$ cat src/msr_mass_matrix_assembler_core_assert.svh
// Assertion macros used by the assembler core module.
// Each macro expects the signals clk and arst_n in the module that uses it.
`ifndef MSR_MASS_MATRIX_ASSEMBLER_CORE_ASSERT_SVH
`define MSR_MASS_MATRIX_ASSEMBLER_CORE_ASSERT_SVH

// The consequent must hold in the same cycle as the antecedent.
`define MSR_ASSERT_NOW(lbl, ante, cons) \
	lbl: assert property (@(posedge clk) disable iff (!arst_n) (ante) |-> (cons)) \
		else $error("assembler assertion failed");

// The consequent must hold in the cycle after the antecedent.
`define MSR_ASSERT_NEXT(lbl, ante, cons) \
	lbl: assert property (@(posedge clk) disable iff (!arst_n) (ante) |=> (cons)) \
		else $error("assembler assertion failed");

`endif

$ cat src/msr_pkg.sv
package msr_pkg;

	localparam int CFG_W  = 10;
	localparam int POS_W  = 23;
	localparam int COEF_W = 4;
	localparam int AREA_W = 32;
	localparam int QUO_W  = 28;
	localparam int REM_W  = 5;
	localparam int QDEPTH = 4;

	localparam logic [CFG_W-1:0]  SIDE_RESET = 10'd1;
	localparam logic [AREA_W-1:0] AREA_RESET = 32'd16777216;
	localparam logic [QUO_W-1:0]  QUO_RESET  = QUO_W'(AREA_RESET / 24);

	localparam logic [1:0] REG_COLS = 2'd0;
	localparam logic [1:0] REG_ROWS = 2'd1;
	localparam logic [1:0] REG_AREA = 2'd2;

	// Neighbor order within one matrix row.
	localparam int NB_RIGHT = 0;
	localparam int NB_DOWN  = 1;
	localparam int NB_DL    = 2;
	localparam int NB_LEFT  = 3;
	localparam int NB_UP    = 4;
	localparam int NB_UR    = 5;

	typedef enum logic [1:0] {
		KIND_ROW   = 2'd0,
		KIND_ENTRY = 2'd1,
		KIND_END   = 2'd2
	} msr_kind_t;

	typedef struct packed {
		logic [CFG_W-1:0] nx;
		logic [CFG_W-1:0] ny;
		logic [QUO_W-1:0] quo;
		logic [REM_W-1:0] rem;
		logic             busy;
	} msr_cfg_t;

	typedef struct packed {
		logic [POS_W-1:0]  l;
		logic [POS_W-1:0]  r;
		logic [POS_W-1:0]  n;
		logic [POS_W-1:0]  end_ptr;
		logic [CFG_W:0]    nxp1;
		logic [5:0]        nmask;
		logic              row_edge;
		logic              col_edge;
		logic [COEF_W-1:0] diag_coef;
		logic              last_node;
	} msr_node_t;

	// floor(coef * rem / 24) for rem below 24, by a reciprocal multiply.
	function automatic logic [COEF_W-1:0] frac24(input logic [COEF_W-1:0] coef,
		input logic [REM_W-1:0] rem);
		logic [8:0]  x;
		logic [5:0]  y;
		logic [11:0] p;
		x = {5'b0, coef} * {4'b0, rem};
		y = x[8:3];
		p = {6'b0, y} * 12'd43;
		return p[10:7];
	endfunction

endpackage

$ cat src/msr_cfg.sv
module msr_cfg #(
	parameter int MAX_SIDE = 1024
) (
	input  logic             clk,
	input  logic             arst_n,
	input  logic             cfg_valid,
	output logic             cfg_ready,
	input  logic [1:0]       cfg_index,
	input  logic [31:0]      cfg_data,
	output msr_pkg::msr_cfg_t cfg
);
	import msr_pkg::*;

	localparam int unsigned SIDE_LIM = MAX_SIDE - 1;
	localparam int RECIP_W = AREA_W - 3 + 32;
	localparam logic [31:0] RECIP_3 = 32'hAAAA_AAAB;

	logic [CFG_W-1:0]   cols_q;
	logic [CFG_W-1:0]   rows_q;
	logic [AREA_W-1:0]  area_q;
	logic [QUO_W-1:0]   quo_q;
	logic               busy_q;
	logic [RECIP_W-1:0] recip_prod;
	logic               wr;

	assign cfg_ready = !busy_q;
	assign wr = cfg_valid && cfg_ready;
	assign recip_prod = RECIP_W'(area_q[AREA_W-1:3]) * RECIP_W'(RECIP_3);

	always_comb begin
		if (cols_q == '0) begin
			cfg.nx = CFG_W'(1);
		end else if (32'(cols_q) > SIDE_LIM) begin
			cfg.nx = CFG_W'(SIDE_LIM);
		end else begin
			cfg.nx = cols_q;
		end
		if (rows_q == '0) begin
			cfg.ny = CFG_W'(1);
		end else if (32'(rows_q) > SIDE_LIM) begin
			cfg.ny = CFG_W'(SIDE_LIM);
		end else begin
			cfg.ny = rows_q;
		end
		cfg.quo  = quo_q;
		cfg.rem  = area_q[REM_W-1:0] - {quo_q[0], 4'b0} - {quo_q[1:0], 3'b0};
		cfg.busy = busy_q;
	end

	// The area is kept as 24*quo + rem. The quotient is (area/8)/3 by a reciprocal
	// multiply in the cycle after the write; the remainder follows from the low bits.
	always_ff @(posedge clk or negedge arst_n) begin
		if (!arst_n) begin
			cols_q <= SIDE_RESET;
			rows_q <= SIDE_RESET;
			area_q <= AREA_RESET;
			quo_q  <= QUO_RESET;
			busy_q <= 1'b0;
		end else if (busy_q) begin
			quo_q  <= recip_prod[RECIP_W-1 -: QUO_W];
			busy_q <= 1'b0;
		end else if (wr) begin
			unique case (cfg_index)
				REG_COLS: cols_q <= cfg_data[CFG_W-1:0];
				REG_ROWS: rows_q <= cfg_data[CFG_W-1:0];
				REG_AREA: begin
					area_q <= cfg_data;
					busy_q <= 1'b1;
				end
				default: ;
			endcase
		end
	end

endmodule

$ cat src/msr_front.sv
module msr_front (
	input  logic               clk,
	input  logic               arst_n,
	input  msr_pkg::msr_cfg_t  cfg,
	input  logic               in_valid,
	output logic               in_ready,
	input  logic               restart,
	input  logic               q_full,
	output logic               push,
	output msr_pkg::msr_node_t node
);
	import msr_pkg::*;

	logic [CFG_W-1:0]   col_q;
	logic [CFG_W-1:0]   row_q;
	logic [POS_W-1:0]   off_q;
	logic               finished_q;
	logic [CFG_W-1:0]   cur_col;
	logic [CFG_W-1:0]   cur_row;
	logic [POS_W-1:0]   cur_off;
	logic               cur_fin;
	logic               beyond;
	logic               accept;
	logic [CFG_W:0]     nxp1;
	logic [CFG_W:0]     nyp1;
	logic [2*CFG_W+1:0] n_full;
	logic [2*CFG_W+1:0] l_full;
	logic [5:0]         nmask;
	logic [2:0]         tri_cnt;
	logic [2:0]         m;
	logic [POS_W-1:0]   next_off;
	logic               row_done;
	logic               grid_done;

	assign in_ready = !q_full && !cfg.busy;
	assign accept = in_valid && in_ready;
	assign nxp1 = {1'b0, cfg.nx} + 1'b1;
	assign nyp1 = {1'b0, cfg.ny} + 1'b1;
	assign n_full = (2*CFG_W+2)'(nxp1) * (2*CFG_W+2)'(nyp1);

	always_comb begin
		cur_col = restart ? '0 : col_q;
		cur_row = restart ? '0 : row_q;
		cur_off = restart ? POS_W'(n_full + 1'b1) : off_q;
		cur_fin = restart ? 1'b0 : finished_q;
		beyond = (cur_col > cfg.nx) || (cur_row > cfg.ny);
		l_full = (2*CFG_W+2)'(cur_row) * (2*CFG_W+2)'(nxp1) + (2*CFG_W+2)'(cur_col);

		nmask[NB_RIGHT] = cur_col < cfg.nx;
		nmask[NB_DOWN]  = cur_row > '0;
		nmask[NB_DL]    = (cur_col > '0) && (cur_row > '0);
		nmask[NB_LEFT]  = cur_col > '0;
		nmask[NB_UP]    = cur_row < cfg.ny;
		nmask[NB_UR]    = (cur_col < cfg.nx) && (cur_row < cfg.ny);

		tri_cnt = 3'(2 * nmask[NB_UR]) + 3'(2 * nmask[NB_DL])
			+ 3'(nmask[NB_LEFT] && nmask[NB_UP]) + 3'(nmask[NB_RIGHT] && nmask[NB_DOWN]);
		m = 3'($countones(nmask));
		next_off = cur_off + POS_W'(m);
		row_done = cur_col == cfg.nx;
		grid_done = row_done && (cur_row == cfg.ny);

		node.l         = POS_W'(l_full);
		node.r         = cur_off;
		node.n         = POS_W'(n_full);
		node.end_ptr   = next_off;
		node.nxp1      = nxp1;
		node.nmask     = nmask;
		node.row_edge  = (cur_row == '0) || (cur_row == cfg.ny);
		node.col_edge  = (cur_col == '0) || (cur_col == cfg.nx);
		node.diag_coef = {tri_cnt, 1'b0};
		node.last_node = grid_done;
	end

	assign push = accept && !cur_fin && !beyond;

	always_ff @(posedge clk or negedge arst_n) begin
		if (!arst_n) begin
			col_q      <= '0;
			row_q      <= '0;
			off_q      <= '0;
			finished_q <= 1'b1;
		end else if (accept && !cur_fin) begin
			if (beyond) begin
				col_q      <= cur_col;
				row_q      <= cur_row;
				off_q      <= cur_off;
				finished_q <= 1'b1;
			end else begin
				off_q      <= next_off;
				finished_q <= grid_done;
				if (row_done) begin
					col_q <= '0;
					row_q <= grid_done ? '0 : cur_row + 1'b1;
				end else begin
					col_q <= cur_col + 1'b1;
					row_q <= cur_row;
				end
			end
		end
	end

endmodule

$ cat src/msr_queue.sv
module msr_queue (
	input  logic               clk,
	input  logic               arst_n,
	input  logic               push,
	input  msr_pkg::msr_node_t push_data,
	output logic               full,
	input  logic               pop,
	output logic               not_empty,
	output msr_pkg::msr_node_t head
);
	import msr_pkg::*;

	localparam int PTR_W = $clog2(QDEPTH);
	localparam int CNT_W = $clog2(QDEPTH + 1);

	msr_node_t        mem_q [QDEPTH];
	logic [PTR_W-1:0] wr_q;
	logic [PTR_W-1:0] rd_q;
	logic [CNT_W-1:0] cnt_q;

	assign full = cnt_q == CNT_W'(QDEPTH);
	assign not_empty = cnt_q != '0;
	assign head = mem_q[rd_q];

	always_ff @(posedge clk or negedge arst_n) begin
		if (!arst_n) begin
			wr_q  <= '0;
			rd_q  <= '0;
			cnt_q <= '0;
		end else begin
			if (push) begin
				wr_q <= wr_q + 1'b1;
			end
			if (pop) begin
				rd_q <= rd_q + 1'b1;
			end
			if (push && !pop) begin
				cnt_q <= cnt_q + 1'b1;
			end else if (pop && !push) begin
				cnt_q <= cnt_q - 1'b1;
			end
		end
	end

	always_ff @(posedge clk) begin
		if (push) begin
			mem_q[wr_q] <= push_data;
		end
	end

endmodule

$ cat src/msr_back.sv
module msr_back (
	input  logic               clk,
	input  logic               arst_n,
	input  msr_pkg::msr_cfg_t  cfg,
	input  logic               node_valid,
	input  msr_pkg::msr_node_t node,
	output logic               node_pop,
	output logic               out_valid,
	input  logic               out_ready,
	output logic [1:0]         out_kind,
	output logic [22:0]        out_position,
	output logic [22:0]        out_index,
	output logic [3:0]         out_coef,
	output logic [31:0]        out_value,
	output logic               out_last
);
	import msr_pkg::*;

	localparam logic [2:0] SLOT_ROW   = 3'd0;
	localparam logic [2:0] SLOT_RIGHT = 3'(NB_RIGHT + 1);
	localparam logic [2:0] SLOT_DOWN  = 3'(NB_DOWN + 1);
	localparam logic [2:0] SLOT_DL    = 3'(NB_DL + 1);
	localparam logic [2:0] SLOT_LEFT  = 3'(NB_LEFT + 1);
	localparam logic [2:0] SLOT_UP    = 3'(NB_UP + 1);
	localparam logic [2:0] SLOT_UR    = 3'(NB_UR + 1);
	localparam logic [2:0] SLOT_END   = 3'd7;

	logic              have_q;
	msr_node_t         cur_q;
	logic [7:0]        pend_q;
	logic [2:0]        cnt_q;
	logic [2:0]        sel;
	logic [7:0]        pend_clr;
	logic              emit_last;
	logic              emit;
	logic              advance;
	msr_kind_t         e_kind;
	logic [POS_W-1:0]  e_pos;
	logic [POS_W-1:0]  e_idx;
	logic [COEF_W-1:0] e_coef;
	logic [POS_W-1:0]  slot_pos;
	logic [POS_W-1:0]  stride;
	logic [COEF_W-1:0] row_coef;
	logic [COEF_W-1:0] col_coef;

	logic              v_s1;
	msr_kind_t         kind_s1;
	logic [POS_W-1:0]  pos_s1;
	logic [POS_W-1:0]  idx_s1;
	logic [COEF_W-1:0] coef_s1;
	logic              last_s1;
	logic [AREA_W-1:0] prod_s1;
	logic [COEF_W-1:0] frac_s1;

	logic              out_v_q;
	msr_kind_t         kind_q;
	logic [POS_W-1:0]  pos_q;
	logic [POS_W-1:0]  idx_q;
	logic [COEF_W-1:0] coef_q;
	logic [AREA_W-1:0] value_q;
	logic              last_q;

	assign advance = !out_v_q || out_ready;
	assign emit = have_q && advance;

	always_comb begin
		sel = SLOT_ROW;
		for (int b = 7; b >= 0; b--) begin
			if (pend_q[b]) begin
				sel = 3'(b);
			end
		end
	end

	assign pend_clr = pend_q & ~(8'b1 << sel);
	assign emit_last = pend_clr == '0;
	assign node_pop = node_valid && (!have_q || (emit && emit_last));

	assign slot_pos = cur_q.r + POS_W'(cnt_q);
	assign stride = POS_W'(cur_q.nxp1);
	assign row_coef = cur_q.row_edge ? COEF_W'(1) : COEF_W'(2);
	assign col_coef = cur_q.col_edge ? COEF_W'(1) : COEF_W'(2);

	always_comb begin
		e_kind = KIND_ENTRY;
		e_pos  = slot_pos;
		e_idx  = cur_q.l;
		e_coef = COEF_W'(2);
		unique case (sel)
			SLOT_ROW: begin
				e_kind = KIND_ROW;
				e_pos  = cur_q.l;
				e_idx  = cur_q.r;
				e_coef = cur_q.diag_coef;
			end
			SLOT_RIGHT: begin
				e_idx  = cur_q.l + POS_W'(1);
				e_coef = row_coef;
			end
			SLOT_DOWN: begin
				e_idx  = cur_q.l - stride;
				e_coef = col_coef;
			end
			SLOT_DL: begin
				e_idx  = cur_q.l - stride - POS_W'(1);
			end
			SLOT_LEFT: begin
				e_idx  = cur_q.l - POS_W'(1);
				e_coef = row_coef;
			end
			SLOT_UP: begin
				e_idx  = cur_q.l + stride;
				e_coef = col_coef;
			end
			SLOT_UR: begin
				e_idx  = cur_q.l + stride + POS_W'(1);
			end
			SLOT_END: begin
				e_kind = KIND_END;
				e_pos  = cur_q.n;
				e_idx  = cur_q.end_ptr;
				e_coef = '0;
			end
		endcase
	end

	always_ff @(posedge clk or negedge arst_n) begin
		if (!arst_n) begin
			have_q  <= 1'b0;
			pend_q  <= '0;
			cnt_q   <= '0;
			v_s1    <= 1'b0;
			out_v_q <= 1'b0;
		end else begin
			if (node_pop) begin
				have_q <= 1'b1;
				pend_q <= {node.last_node, node.nmask, 1'b1};
				cnt_q  <= '0;
			end else if (emit) begin
				pend_q <= pend_clr;
				if (emit_last) begin
					have_q <= 1'b0;
				end
				if (sel != SLOT_ROW && sel != SLOT_END) begin
					cnt_q <= cnt_q + 1'b1;
				end
			end
			if (advance) begin
				v_s1    <= emit;
				out_v_q <= v_s1;
			end
		end
	end

	// The mass term is coef*quo + floor(coef*rem/24) with area = 24*quo + rem.
	always_ff @(posedge clk) begin
		if (node_pop) begin
			cur_q <= node;
		end
		if (advance) begin
			kind_s1 <= e_kind;
			pos_s1  <= e_pos;
			idx_s1  <= e_idx;
			coef_s1 <= e_coef;
			last_s1 <= emit_last;
			prod_s1 <= AREA_W'(e_coef) * AREA_W'(cfg.quo);
			frac_s1 <= frac24(e_coef, cfg.rem);
			kind_q  <= kind_s1;
			pos_q   <= pos_s1;
			idx_q   <= idx_s1;
			coef_q  <= coef_s1;
			value_q <= prod_s1 + AREA_W'(frac_s1);
			last_q  <= last_s1;
		end
	end

	assign out_valid    = out_v_q;
	assign out_kind     = kind_q;
	assign out_position = pos_q;
	assign out_index    = idx_q;
	assign out_coef     = coef_q;
	assign out_value    = value_q;
	assign out_last     = last_q;

endmodule

$ cat src/msr_mass_matrix_assembler_core.sv
// Channel   Direction  Contents
// s_axis    in         tdata[0] restart
// m_axis    out        tuser kind; tdata position, index_value, coef_numerator, value; tlast
// cfg       in         cfg_index register number, cfg_data register value
//
// The front takes one input transaction per cycle while its four-entry node queue has room.
// The result port gives one result per cycle while it is not stalled; a node gives its row
// start, two to six neighbors and, after the last node, the end pointer.
// A node is taken from the queue head into cur_q; results pass the s1 and output registers.
// Reset clears the node counters and the offset and marks the matrix finished.
// A write of cell_area starts a split of the area by 24; cfg_ready and
// s_axis_tready are low while it runs. A stalled result port holds only the back end; the
// front keeps filling the queue.
`include "msr_mass_matrix_assembler_core_assert.svh"

module msr_mass_matrix_assembler_core #(
	parameter int MAX_SIDE = 1024
) (
	input  logic        clk,
	input  logic        arst_n,
	input  logic        s_axis_tvalid,
	output logic        s_axis_tready,
	input  logic [7:0]  s_axis_tdata,   // [0] restart, [7:1] zero
	output logic        m_axis_tvalid,
	input  logic        m_axis_tready,
	output logic [87:0] m_axis_tdata,   // position, index_value, coef_numerator, value, zero
	output logic [1:0]  m_axis_tuser,   // kind
	output logic        m_axis_tlast,
	input  logic        cfg_valid,
	output logic        cfg_ready,
	input  logic [1:0]  cfg_index,
	input  logic [31:0] cfg_data
);
	import msr_pkg::*;

	msr_cfg_t          cfg;
	msr_node_t         push_node;
	msr_node_t         head_node;
	logic              push;
	logic              q_full;
	logic              q_not_empty;
	logic              pop;
	logic [POS_W-1:0]  position;
	logic [POS_W-1:0]  index_value;
	logic [COEF_W-1:0] coef_numerator;
	logic [AREA_W-1:0] value;

	msr_cfg #(
		.MAX_SIDE(MAX_SIDE)
	) u_cfg (
		.clk      (clk),
		.arst_n   (arst_n),
		.cfg_valid(cfg_valid),
		.cfg_ready(cfg_ready),
		.cfg_index(cfg_index),
		.cfg_data (cfg_data),
		.cfg      (cfg)
	);

	msr_front u_front (
		.clk     (clk),
		.arst_n  (arst_n),
		.cfg     (cfg),
		.in_valid(s_axis_tvalid),
		.in_ready(s_axis_tready),
		.restart (s_axis_tdata[0]),
		.q_full  (q_full),
		.push    (push),
		.node    (push_node)
	);

	msr_queue u_queue (
		.clk      (clk),
		.arst_n   (arst_n),
		.push     (push),
		.push_data(push_node),
		.full     (q_full),
		.pop      (pop),
		.not_empty(q_not_empty),
		.head     (head_node)
	);

	msr_back u_back (
		.clk         (clk),
		.arst_n      (arst_n),
		.cfg         (cfg),
		.node_valid  (q_not_empty),
		.node        (head_node),
		.node_pop    (pop),
		.out_valid   (m_axis_tvalid),
		.out_ready   (m_axis_tready),
		.out_kind    (m_axis_tuser),
		.out_position(position),
		.out_index   (index_value),
		.out_coef    (coef_numerator),
		.out_value   (value),
		.out_last    (m_axis_tlast)
	);

	assign m_axis_tdata = {6'b0, value, coef_numerator, index_value, position};

	`MSR_ASSERT_NOW(a_end_is_last, m_axis_tvalid && m_axis_tuser == KIND_END, m_axis_tlast)
	`MSR_ASSERT_NOW(a_entry_coef, m_axis_tvalid && m_axis_tuser == KIND_ENTRY,
		coef_numerator == 4'd1 || coef_numerator == 4'd2)
	`MSR_ASSERT_NEXT(a_area_starts_div, cfg_valid && cfg_ready && cfg_index == REG_AREA,
		cfg.busy && !s_axis_tready)
	`MSR_ASSERT_NOW(a_no_push_when_full, push, !q_full)

endmodule

$ cat config.mk
export PLATFORM = sky130hd
export DESIGN_NAME = msr_mass_matrix_assembler_core
export DESIGN_NICKNAME = d
export VERILOG_FILES = /design/src/msr_pkg.sv /design/src/msr_cfg.sv /design/src/msr_front.sv /design/src/msr_queue.sv /design/src/msr_back.sv /design/src/msr_mass_matrix_assembler_core.sv
export VERILOG_INCLUDE_DIRS = /design/src /design/src/src
export SDC_FILE = /design/constraint.sdc
export NUM_CORES = 2
export LEC_CHECK = 0
export BUFFER_PORTS_ARGS = -buffer_cell sky130_fd_sc_hd__buf_2
export CORE_MARGIN = 1.5
export CORE_UTILIZATION = 35
export CTS_BUF_LIST = sky130_fd_sc_hd__clkbuf_8
export CTS_CLUSTER_SIZE = 40
export DETAILED_ROUTE_END_ITERATION = 12
export PLACE_DENSITY_LB_ADDON = 0.12
export SETUP_SLACK_MARGIN = 0.15
export SLEW_MARGIN = 0
export SYNTH_ARGS = -nofsm -noshare
export SYNTH_HDL_FRONTEND = slang
export SYNTH_SLANG_ARGS = --single-unit
$ cat constraint.sdc
create_clock -name clk -period 14.2 [get_ports clk]
set_input_delay 2.84 -clock clk [delete_from_list [all_inputs] [get_ports clk]]
set_output_delay 2.84 -clock clk [all_outputs]
set_load 0.02 [all_outputs]
==> impl_metrics.yaml <==
sta:
  rsz0062_at_grt: "false"
  relSlewSlack: 0.180
  tns_ns: 0
  clock.fmax_mhz: 99.6
  worst_pin_slew_ns: 1.22
  final.min_clock_period_ns: 10.04
  finalCritPeriodShare: 0.707
  hold_viol: 0
  skew_ns: 0.0662
  drv_slew: 0
  setup_viol: 0
cts:
  path_clk_slew_ns: 0.06
  post_cts_resized: 0
  tritoncts: "done"
  numCtsBuffers: 158
  cts_buffer_depth: 3
  clk_latency_ns: 0.91
  htreeDepth: 4
  cts-root-buf: "clkbuf_8"
  cts_setup_buffers: 0
  cts_hold_buf: 0
  cts.sinks: 878
layout:
  layout_common_cells: "inv_1 (765), edfxtp_1 (732), ha_1 (535), nand2_1 (463), fa_1 (459)"
  layout-drive-gt1-share: 0.116
  fillers: 17000
  final_common_cell: "inv_1"
  nNetsFinal: 6451
  areaGrowthSynthToFinish_pct: 10.7
floorplanning:
  die_y_um: 422
  dieArea_um2: 178000
  ios: 141
  die_w_um: 422
  start_util: 0.353
  rows: 153
  core-area_um2: 174000
synthesis:
  ys_warn_count: 0
  synth_seq_cells: 878
  synth_area_per_cell_um2: 11.8
  synth_edf_count: 732
  ys_types: 106
  postSynthCellCount: 5221
  seq_area_frac_synth: 0.417
  syn_area_um2: 61600
  synthArstFlopShare: 0.166
  synthFlopType: "edfxtp_1"
detailed_routing:
  ant_nets: 0
  routed_wl_mm: 168
  dr_total_vias: 39700
  drc: 0
  routedWlPerCell_um: 21.3
  dr.pass1.iters: 7
  vias_per_cell: 5.04
  initialDrtViolationCount: 2543
global_routing:
  grt_pass1_wl_mm: 257
  antenna_found_initial: 12
  grt_util_all_layers: 0.191
  grt_max_degree: 96
  grt-ovfl-total: 0
  grt_pass1_vias: 41800
worst_setup_path:
  reg2reg_setup_slack_ns: 4.16
  r2r_start: "u_cfg.cols_q[0]$_DFFE_PN1P_"
  critPathCapture: "u_queue.mem_q[0][45]$_DFFE_PP_"
  worstSetupStartpoint: "u_cfg.cols_q[0]$_DFFE_PN1P_"
  worstRegToRegCells: 31
  cp-start-kind: "register"
  slowest_stage: "inv_1"
  critPathMaxFanout: 17
  crit_arrival_ns: 10.69
  crit_type: "reg -> reg"
  end_kind: "register"
  r2r-end: "u_queue.mem_q[0][45]$_DFFE_PP_"
  max_stage_delay_ns: 0.72
  cp.required_ns: 14.85
placed_design:
  place_congestion: 0.854
  portBuffers: 127
  post-dp-hpwl_mm: 126
min_path:
  min_path_type: "reg -> reg"
job:
  maxCapViolCount: 0
run_status:
  status: "complete, no violations"
==> layer usage <==
metal  routed length (um)  part of all wire  vias up  GRT usage
li1                     -                 -    18600          -
met1                77200              0.46    20000      0.262
met2                78300              0.47      887      0.309
met3                 7750             0.046      235     0.0309
met4                 4530             0.027        2     0.0570
met5                   13          0.000077        -          0
==> layout make-up <==
cell class	count	area (um^2)	area share
sequential	878	25700	0.376
multi-input combinational	3467	32700	0.479
antenna	5	12.5	0.000184
clock buffer	166	2280	0.0335
tap	2325	2910	0.0427
timing repair buffer	192	1140	0.0168
clock inverter	122	791	0.0116
inverter	713	2690	0.0394
==> how the worst min path moves through the flow <==
stage,slack [ns],to,depth (start not counted),start
final,0.41,u_back.out_index[14]$_DFFE_PP_,0,u_back.idx_s1[14]$_DFFE_PP_
after global routing,0.42,u_back.out_index[7]$_DFFE_PP_,0,u_back.idx_s1[7]$_DFFE_PP_
after CTS,0.41,u_back.out_index[14]$_DFFE_PP_,0,u_back.idx_s1[14]$_DFFE_PP_
after detailed placement,0.41,u_back.out_index[15]$_DFFE_PP_,0,u_back.idx_s1[15]$_DFFE_PP_
after global placement,0.40,u_back.out_index[7]$_DFFE_PP_,0,u_back.idx_s1[7]$_DFFE_PP_
after floorplan,0.40,u_back.out_coef[0]$_DFFE_PP_,0,u_back.coef_s1[0]$_DFFE_PP_
==> worst max-delay path, delay by kind of cell, from the launching register on <==
family,cells,cell delay (ns)
flip-flops,1,0.53
XOR/XNOR,2,0.47
AND/OR/NAND/NOR,11,2.18
buffers and inverters,6,1.14
adder cells (fa/ha/maj),6,2.91
AO/OA/AOI/OAI,6,2.56
==> registers in the layout, indices dropped and copies added, names as in the netlist, 10 cells and up <==
name                 cells
u_queue.mem_q          452
u_front.row_q           10
u_cfg.area_q            32
u_cfg.quo_q             28
u_cfg.rows_q            10
u_back.out_position     23
u_back.out_index        23
u_back.prod_s1          32
u_cfg.cols_q            10
u_front.off_q           23
u_back.idx_s1           23
u_back.pos_s1           23
u_front.col_q           10
u_back.cur_q           106
u_back.out_value        32
==> through the flow <==
step / cell area [um^2] / std cells / setup slack [ns] / utilization / hold slack (ns)
6_report: 68200 / 7868 / 4.16 / 0.391 / 0.414
5_1_grt: 68200 / 7864 / 3.50 / 0.391 / 0.422
4_1_cts: 68200 / 7863 / 4.13 / 0.391 / 0.414
3_5_place_dp: 65100 / 7575 / 3.98 / 0.374 / 0.405
3_3_place_gp: 65100 / 7575 / 4.11 / 0.374 / 0.401
2_1_floorplan: 61600 / 5226 / 2.05 / - / 0.400
==> cells by family (layout without fill, tap and decap cells) <==
group	Yosys count	after routing	share of synthesized area
xor gates and xnor gates	297	297	0.0424
DFF	878	878	0.417
other	2	12	0.000122
adders and majority gates	994	994	0.258
and+or+nand+nor	1249	1249	0.0961
AOI/OAI and AO/OA	744	744	0.0795
buffers and inverters	881	1193	0.0545
muxes	176	176	0.0526
==> synthesized netlist by cell type, types with 22 or more instances <==
master	count	area (um^2)
edfxtp_1	732	22000
inv_1	703	2640
ha_1	535	6690
nand2_1	463	1740
fa_1	459	9190
nor2_1	315	1180
o21ai_0	205	1030
xnor2_1	199	1740
a21oi_1	157	786
clkbuf_1	136	510
dfrtp_1	132	3300
mux4_2	113	2540
xor2_1	97	850
nand3_1	82	410
a21o_1	61	458
nor3_1	61	305
and2_1	56	350
mux2_2	52	586
and3_1	50	313
nor2b_1	38	238
nand4_1	32	200
nor4_1	30	188
o21a_1	30	225
a211oi_1	26	195
nand2b_1	26	163
a31oi_1	25	156
a22oi_1	22	165
o211ai_1	22	165
or3_1	22	138
Power is not shown: default switching activity piles up to over one toggle a cycle in this logic, so the estimate is an artifact.
